===== config.mk =====
export PLATFORM = sky130hd
export DESIGN_NAME = gcna_ctrl
export DESIGN_NICKNAME = d
export VERILOG_FILES = /design/src/rtl/core/gcna_pkg.sv /design/src/rtl/core/gcna_ctrl.sv
export SDC_FILE = /design/constraint.sdc
export NUM_CORES = 1
export LEC_CHECK = 0
export BUFFER_PORTS_ARGS = -buffer_cell sky130_fd_sc_hd__buf_2
export CORE_AREA = 2 2 39 41
export DETAILED_ROUTE_END_ITERATION = 8
export DIE_AREA = 0 0 41 43
export GPL_TIMING_DRIVEN = 0
export PLACE_DENSITY = 0.73
export SLEW_MARGIN = 20
export SYNTH_ARGS = -nofsm -noshare
export SYNTH_HDL_FRONTEND = slang
export SYNTH_SLANG_ARGS = --single-unit
export TNS_END_PERCENT = 20

===== constraint.sdc =====
create_clock -name clk -period 4.4 [get_ports clk]
set_input_delay 0.88 -clock clk [delete_from_list [all_inputs] [get_ports clk]]
set_output_delay 0.88 -clock clk [all_outputs]
set_load 0.005 [all_outputs]

===== src/rtl/core/gcna_pkg.sv =====
`default_nettype none
package gcna_pkg;

  typedef enum logic [1:0] {
    CMD_ACCUM = 2'd0,
    CMD_QUERY = 2'd1,
    CMD_CLEAR = 2'd2,
    CMD_NONE  = 2'd3
  } cmd_t;

  typedef struct packed {
    logic [1:0]         command;
    logic signed [15:0] point_x;
    logic signed [15:0] point_y;
    logic signed [15:0] point_z;
    logic signed [15:0] surface_nx;
    logic signed [15:0] surface_ny;
    logic signed [15:0] surface_nz;
    logic [6:0]         cell_col;
    logic [6:0]         cell_row;
  } item_t;

  typedef struct packed {
    logic               cell_occupied;
    logic signed [15:0] mean_height;
    logic signed [15:0] unit_nx;
    logic signed [15:0] unit_ny;
    logic signed [15:0] unit_nz;
    logic [15:0]        point_total;
  } result_t;

  // Controller to datapath commands.
  typedef struct packed {
    logic load;       // capture the input item
    logic clr_step;   // write zero at the sweep address
    logic rd;         // read the cell at the captured address
    logic wr;         // write back accumulated sums
    logic div_start;  // launch the height divider
    logic nrm_start;  // launch the normal unit
    logic emit;       // present the result
  } ctl_t;

  // Datapath status back to the controller.
  typedef struct packed {
    logic clr_last;   // sweep at last cell
    logic on_grid;    // captured address lies on the grid
    logic div_done;
    logic nrm_done;
  } sts_t;

endpackage
`default_nettype wire


===== src/rtl/core/gcna_ctrl.sv =====
`default_nettype none
module gcna_ctrl (
  input  wire logic           clk,
  input  wire logic           rst,
  input  wire logic           start,
  input  wire logic [1:0]     command,
  input  wire gcna_pkg::sts_t sts,
  output logic                busy,
  output gcna_pkg::ctl_t      ctl
);

  typedef enum logic [8:0] {
    S_CLEAR = 9'b000000001,
    S_IDLE  = 9'b000000010,
    S_ARD   = 9'b000000100,
    S_AWR   = 9'b000001000,
    S_QRD   = 9'b000010000,
    S_QGO   = 9'b000100000,
    S_QWAIT = 9'b001000000,
    S_QOUT  = 9'b010000000,
    S_AMOD  = 9'b100000000
  } state_t;

  state_t state, state_next;
  logic   dd, nd, dd_next, nd_next;

  always_ff @(posedge clk) begin
    if (rst) begin
      state <= S_CLEAR;
      dd    <= 1'b0;
      nd    <= 1'b0;
    end else begin
      state <= state_next;
      dd    <= dd_next;
      nd    <= nd_next;
    end
  end

  always_comb begin
    state_next = state;
    ctl        = '0;
    dd_next    = dd | sts.div_done;
    nd_next    = nd | sts.nrm_done;
    busy       = 1'b1;
    unique case (state)
      S_CLEAR: begin
        ctl.clr_step = 1'b1;
        if (sts.clr_last) state_next = S_IDLE;
      end
      S_IDLE: begin
        busy     = 1'b0;
        ctl.load = start;
        if (start) begin
          unique case (gcna_pkg::cmd_t'(command))
            gcna_pkg::CMD_ACCUM: state_next = S_ARD;
            gcna_pkg::CMD_QUERY: state_next = S_QRD;
            gcna_pkg::CMD_CLEAR: state_next = S_CLEAR;
            default:             state_next = S_IDLE;
          endcase
        end
      end
      S_ARD: begin
        ctl.rd     = sts.on_grid;
        state_next = sts.on_grid ? S_AMOD : S_IDLE;
      end
      S_AMOD: state_next = S_AWR;
      S_AWR: begin
        ctl.wr     = 1'b1;
        state_next = S_IDLE;
      end
      S_QRD: begin
        ctl.rd     = 1'b1;
        state_next = S_QGO;
      end
      S_QGO: begin
        ctl.div_start = 1'b1;
        ctl.nrm_start = 1'b1;
        dd_next       = 1'b0;
        nd_next       = 1'b0;
        state_next    = S_QWAIT;
      end
      S_QWAIT: begin
        if (dd_next && nd_next) state_next = S_QOUT;
      end
      S_QOUT: begin
        ctl.emit   = 1'b1;
        state_next = S_IDLE;
      end
      default: state_next = S_IDLE;
    endcase
  end

endmodule
`default_nettype wire


Word-level counts from Yosys, hierarchy flattened
Cells that the tools add are included.
{ "classes": {"eq_ne": 14, "muxes": 13, "bitwise_logic": 2, "n_reduce_logical": 4} }
{ "op_table": {"columns": ["cell", "count"], "rows": [
  ["9-bit case mux with 7 select lines", 1],
  ["9-bit two-way mux", 4],
  ["5-bit case mux with 3 select lines", 1],
  ["9-bit by 1-bit equality test with 1-bit output (second input constant)", 1],
  ["9-bit by 2-bit equality test with 1-bit output (second input constant)", 1],
  ["9-bit by 3-bit equality test with 1-bit output (second input constant)", 1],
  ["9-bit by 4-bit equality test with 1-bit output (second input constant)", 1],
  ["9-bit by 5-bit equality test with 1-bit output (second input constant)", 1],
  ["9-bit by 6-bit equality test with 1-bit output (second input constant)", 1],
  ["9-bit by 7-bit equality test with 1-bit output (second input constant)", 1],
  ["9-bit by 8-bit equality test with 1-bit output (second input constant)", 1],
  ["9-bit equality test (second input constant)", 1],
  ["2-bit inequality test (second input constant)", 3],
  ["1-bit two-way mux", 5],
  ["3-bit AND reduction", 1],
  ["2-bit by 1-bit equality test with 1-bit output (second input constant)", 1],
  ["2-bit equality test (second input constant)", 1],
  ["2-bit logical NOT", 1],
  ["2-bit two-way mux", 1],
  ["1-bit bitwise OR", 2],
  ["1-bit case mux with 2 select lines", 1],
  ["2-bit OR reduction", 1],
  ["1-bit logical AND", 1]
]} }
{ "totals": {"regBits": 11, "input_bits": 9, "out_inout_bits": 8, "elab_cells": 36} }

Depth between registers and ports, before layout
Gate-level depths: netlist of run 1.
{ "depth": {"depth_word": 4, "ltp_mapped": 6, "mapped_depth_nobuf": 5} }

Least setup slack after synthesis of run 1
Ideal clock, no wire load.
{ "synth_timing": {"kind": "register -> output", "start": "register state[2]", "end": "output ctl[2] (netlist bit)", "t_arrival_ns": 1.364, "required_ns": 3.520, "setup_slack_ns": 2.156, "path_stages_with_launch": 7, "n_path_buf": 2, "path_cell_list": "dfxtp_1 > clkbuf_1 > nor3_2 > nand2_1 > or3_1 > inv_1 > buf_4"} }
{ "synth_rtl": {"columns": ["element", "line", "source"], "rows": [
  ["start, declared", "gcna_ctrl.sv:24", "state_t state, state_next;"],
  ["start signal, assigned", "gcna_ctrl.sv:33", "state <= state_next;"],
  ["end, declared", "gcna_ctrl.sv:9", "output gcna_pkg::ctl_t ctl"]
]} }

==> results of run 1 <==
## flip-flops by register name, indices dropped and copies added, names as in the netlist
name and cells:
state 9, dd 1, nd 1
## routing by layer
layer,up-vias,routed length (um),global-route usage
li1,304,-,-
met1,267,631,0.244
met2,19,701,0.275
met3,2,70,0.0785
met4,0,10,0.0600
met5,-,0,0
## stage by stage
step           utilization  instance area [um2]  total power [W]
2_1_floorplan            -                  628         0.000129
3_3_place_gp         0.523                  723         0.000139
3_5_place_dp         0.523                  723         0.000140
4_1_cts              0.542                  751         0.000208
5_1_grt              0.542                  751         0.000218
6_report             0.542                  751         0.000207
## cell type report
type	count	area, um2
flip-flops and latches	11	220
repair buffers	15	75.1
clock buffers	3	22.5
fillers	139	633
plain buffers	3	15.0
clock inverters	1	5.00
multi-input cells	57	382
well taps	16	20.0
inverters	3	11.3
## kinds of logic (layout without fill, tap and decap cells)
| logic type | after synthesis | count (layout) | share of synthesized area |
|---|---|---|---|
| XOR/XNOR | 2 | 2 | 0.0279 |
| multiplexers | 1 | 1 | 0.0179 |
| AO/OA/AOI/OAI | 13 | 13 | 0.131 |
| flip-flops | 11 | 11 | 0.351 |
| buffers and inverters | 6 | 25 | 0.0418 |
| AND/OR/NAND/NOR | 41 | 41 | 0.430 |
## Yosys cell counts
cell        n  share of area
nor3_1      2          0.016
or4_1       1          0.012
nand2b_1    3          0.030
a21boi_0    2          0.024
nand4b_1    1          0.014
a21oi_1     1         0.0080
mux2_2      1          0.018
nand3_1     1         0.0080
nand3_2     1          0.016
buf_4       1          0.012
a31oi_1     1          0.010
and2b_1     1          0.012
buf_1       1         0.0060
nor3b_1     1          0.012
nor4_4      1          0.034
clkbuf_1    1         0.0060
o21ai_0     6          0.048
or4_4       1          0.018
nor2_1     10          0.060
nor2b_1     2          0.020
nor4b_2     2          0.048
or3_1       2          0.020
o32ai_1     1          0.014
and3_1      1          0.010
nor4_1      3          0.030
and4b_1     1          0.016
inv_1       3          0.018
nand2_1     5          0.030
nor3_2      1          0.016
dfxtp_1    11           0.35
o2111ai_1   1          0.014
a31o_2      1          0.014
and2_1      1          0.010
xor2_1      2          0.028
## path summary, 6_finish.rpt
kind / from / to / slack, ns / cells after the start
min: dd / dd / 0.52 / 2
min reg2reg: dd / dd / 0.52 / 2
max: state[2] / ctl[2] / 1.61 / 7
max reg2reg: state[5] / state[4] / 2.70 / 4
## report_power, final
group          internal [W]  switching (W)
logic             0.0000151      0.0000156
clock network     0.0000337      0.0000356
registers          0.000103     0.00000436
## worst register-to-register path, delay by kind of cell, from the launching register on
kind | cells | cell delay [ns]
flip-flops | 1 | 0.39
AND/OR/NAND/NOR | 4 | 1.22
==> flow_summary.json, run 1 <==
{
  "synthToLayoutAreaGrowth_pct": 19.5,
  "final_cell_mix": "15 x buf_2, 11 x dfxtp_1, 10 x nor2_1",
  "core_um2": 1380,
  "avgSynthCellArea_um2": 8.49,
  "fmax_mhz": 358,
  "hold_violations": 0,
  "setup_viol": 0,
  "cts_buffer_depth": 2,
  "vdd_drop_max_uv": 229,
  "cap_violations": 0,
  "arrival_ns": 1.91,
  "skew_ns": 0.00167,
  "numCtsBuffers": 3,
  "crit_family": "simple AND/OR/NAND/NOR gates",
  "post_cts_buffers": 0,
  "placed_cells": 105,
  "synth_fp_nets": 83,
  "viasPerCell": 5.43,
  "ys_seq_area_frac": 0.351,
  "stdcell_count": 109,
  "worst_pin_slew_ns": 0.474,
  "synth_cell_types": 34,
  "fin_crit_ns": 2.79,
  "ant_nets": 0,
  "maxSlewHeadroom": 0.684,
  "place_congestion": 0.822,
  "die_x_um": 41,
  "post-route-period-util": 0.634,
  "cts_resized": 0,
  "worstPathRequired_ns": 3.52,
  "hold_ws_ns": 0.522,
  "crit_buf_inv": 4,
  "crit_chain": "clkbuf_1 -> nor3_2 -> nand2_1 -> or3_1 -> inv_1 -> buf_4 -> buf_2",
  "antenna_found_initial": 0,
  "wirelength_mm": 1.41,
  "cts_tree": "yes",
  "grt_pass1_vias": 512,
  "initial_core_util": 0.454,
  "pin_count": 17,
  "cts.clk_slew.worst_paths_ns": 0.07,
  "dp.final_hpwl_mm": 1.05,
  "routedWlPerCell_um": 13.0,
  "slew_viol_final": 0,
  "rows": 14,
  "grt_pass1_wl_mm": 2.22,
  "h-tree-depth": 1,
  "cts_root_buf": "clkbuf_4",
  "clock_sinks": 11,
  "drt_iter0_drc": 12,
  "fin_nets": 103,
  "worst_setup_path_end_kind": "output pin",
  "pre_cts_ws_ns": 1.91,
  "portBuffers": 15,
  "cp_max_fo": 8,
  "setup_ws_ns": 1.61,
  "netlist_area_um2": 628,
  "finalSetupTns_ns": 0,
  "mostFrequentLayoutCell": "buf_2",
  "path_class": "reg2out",
  "drt_pass1_iterations": 4,
  "p_leak_nw": 0.328,
  "status": "finished clean",
  "postSynthCellCount": 74,
  "slowest_delay_ns": 0.40,
  "drive_above_1_share": 0.301,
  "ys_warn_count": 0,
  "die_height_um": 43,
  "die-area_um2": 1760,
  "track_usage": 0.188,
  "grt_max_degree": 10,
  "clk_latency_ns": 0.27,
  "slowest_stage": "or3_1",
  "synth_seq_cells": 11,
  "worst_hold_path_type": "reg2reg",
  "antenna_cells": 0,
  "drc": 0,
  "overflow": 0,
  "rsz0062_at_grt": "no",
  "num_vias": 592,
  "ctsHoldBuffers": 0,
  "cp-start-kind": "flip-flop",
  "powerDensity_nw_per_um2": 276
}
No activity file was read; power rests on OpenSTA's default activity.
==> run 2: changes to the inputs <==
Settings changed: CORE_AREA 2 2 39 41 to default, CORE_MARGIN from default to 2, CORE_UTILIZATION from default to 44, DIE_AREA 0 0 41 43 to default, PLACE_DENSITY 0.73 to 0.71.
Clock period 4.4 ns to 2.3 ns, I/O delays scaled along.
==> flow_summary.json, run 2 (synthesis results as in run 1) <==
{
  "num_vias": 612,
  "fin_nets": 104,
  "cap_violations": 0,
  "cp_max_fo": 7,
  "setup_viol": 0,
  "initial_core_util": 0.477,
  "fill_cells": 133,
  "vdd_drop_max_uv": 311,
  "path_class": "reg2out",
  "multi_input_area_um2": 388,
  "cts_root_buf": "clkbuf_4",
  "clk_latency_ns": 0.27,
  "reg_top3": "state (9), dd (1), nd (1)",
  "wirelength_mm": 1.44,
  "pin_count": 17,
  "r2r_slack_ns": 0.59,
  "fin_crit_ns": 2.25,
  "clock_sinks": 11,
  "cts_buffer_depth": 2,
  "crit_buf_inv": 1,
  "numCtsBuffers": 3,
  "powerDensity_nw_per_um2": 526,
  "grt_max_degree": 10,
  "power_switching_w": 0.000106,
  "overflow": 0,
  "drt_iter0_drc": 10,
  "startpoint": "state[5]",
  "crit_chain": "or4_4 -> nor4_4 -> nand4b_1 -> nand2_1 -> buf_2",
  "worstPathRequired_ns": 1.84,
  "r2r-end": "state[1]",
  "swShare": 0.264,
  "cp-start-kind": "flip-flop",
  "min_path_cells": 2,
  "final_cell_mix": "15 x buf_2, 10 x nor2_1, 9 x dfxtp_1",
  "post-route-period-util": 0.980,
  "largest_reg_flops": 9,
  "grt_pass1_wl_mm": 2.39,
  "die_height_um": 41.8,
  "portBuffers": 15,
  "drive_above_1_share": 0.330,
  "p_leak_nw": 0.337,
  "drt_pass1_iterations": 4,
  "min_from": "command[0]",
  "setup_ws_ns": 0.0464,
  "ant_nets": 0,
  "worst_pin_slew_ns": 0.482,
  "fmax_mhz": 444,
  "crit_cells": 5,
  "p_comb_frac": 0.159,
  "worst_hold_path_type": "in2reg",
  "dp.final_hpwl_mm": 1.08,
  "die_x_um": 41.8,
  "h-tree-depth": 1,
  "slowest_delay_ns": 0.56,
  "hold_violations": 0,
  "cts.clk_slew.worst_paths_ns": 0.08,
  "antenna_found_initial": 0,
  "synthToLayoutAreaGrowth_pct": 21.9,
  "track_usage": 0.184,
  "crit_family": "simple AND/OR/NAND/NOR gates",
  "drc": 0,
  "p_int_w": 0.000296,
  "ff2ff_path_depth": 4,
  "die-area_um2": 1750,
  "routedWlPerCell_um": 13.2,
  "skew_ns": 0.0102,
  "fin_area_um2": 766,
  "slowest_stage": "or4_4",
  "arrival_ns": 1.79,
  "ctsHoldBuffers": 0,
  "rsz0062_at_grt": "yes",
  "rows": 13,
  "status": "finished clean",
  "seqPwrFrac": 0.511,
  "mostFrequentLayoutCell": "buf_2",
  "place_congestion": 0.727,
  "antenna_cells": 0,
  "largest-register": "state",
  "rr_startpoint": "state[5]",
  "placed_area_um2": 722,
  "slew_viol_final": 0,
  "pre_cts_ws_ns": 0.221,
  "grt_pass1_vias": 554,
  "p_total_w": 0.000403,
  "viasPerCell": 5.61,
  "ff_latch_area_um2": 223,
  "worst_setup_path_end_kind": "output pin",
  "hold_end": "state[2]",
  "core_um2": 1320,
  "pwr-share-clk": 0.330,
  "maxSlewHeadroom": 0.679,
  "cts_tree": "yes"
}
run 2: changes by cell type in the layout (fill, tap and decap cells not counted):
cell      delta
nor3_4       +1
clkbuf_2     +1
dfxtp_1      -2
clkinv_2     -1
nor3_2       -1
buf_4        +1
dfxtp_2      +2
run 2: how the worst max path moves through the flow:
stage | end | slack, ns
after global routing | ctl[4] | -0.07
after CTS | ctl[4] | 0.008
final | ctl[4] | 0.05
after floorplan | ctl[2] | 0.48
after detailed placement | ctl[4] | 0.22
after global placement | ctl[4] | 0.24
run 2: area by class of cell:
class / count / share of cell area
Timing Repair Buffer: 16 / 0.108
Tap cell: 15 / 0.0245
Sequential cell: 11 / 0.291
Buffer: 3 / 0.0212
Inverter: 3 / 0.0147
Clock buffer: 4 / 0.0343
Multi-Input combinational cell: 57 / 0.507
run 2: repair_timing:
action,4_1_cts,5_1_grt
resized for setup,0,5
setup buffers,1,0
hold endpoints to repair,0,0
pin swaps,1,0
endpoints found under the setup margin,3,4
run 2: worst register-to-register path: stages (launching register included):
cell and delay (ns):
dfxtp_1 0.37, or4_4 0.56, or3_1 0.37, o32ai_1 0.17, a21boi_0 0.13
run 2: metrics by stage:
step / hold slack (ns) / std cells / util / TNS, ns
detailed placement: 0.515 / 104 / 0.548 / 0
global route: 0.404 / 109 / 0.581 / -0.161
floorplan: 0.481 / 74 / - / 0
finish: 0.399 / 109 / 0.581 / 0
global placement: 0.503 / 104 / 0.548 / 0
CTS: 0.395 / 109 / 0.574 / 0
run 2: layer usage:
| layer | up-vias | wire, um | track usage | share of wire |
|---|---|---|---|---|
| met2 | 15 | 704 | 0.306 | 0.49 |
| met1 | 285 | 647 | 0.203 | 0.45 |
| li1 | 308 | - | - | - |
| met5 | - | 0 | 0 | 0 |
| met3 | 4 | 58 | 0.0522 | 0.040 |
| met4 | 0 | 28 | 0.116 | 0.019 |
run 2: power groups by stage:
stage	Clock (W)	Combinational, W	Sequential, W
2_1_floorplan	0	0.0000396	0.000207
3_3_place_gp	0	0.0000575	0.000209
3_5_place_dp	0	0.0000596	0.000209
4_1_cts	0.000136	0.0000629	0.000204
5_1_grt	0.000146	0.0000710	0.000207
6_report	0.000133	0.0000640	0.000206
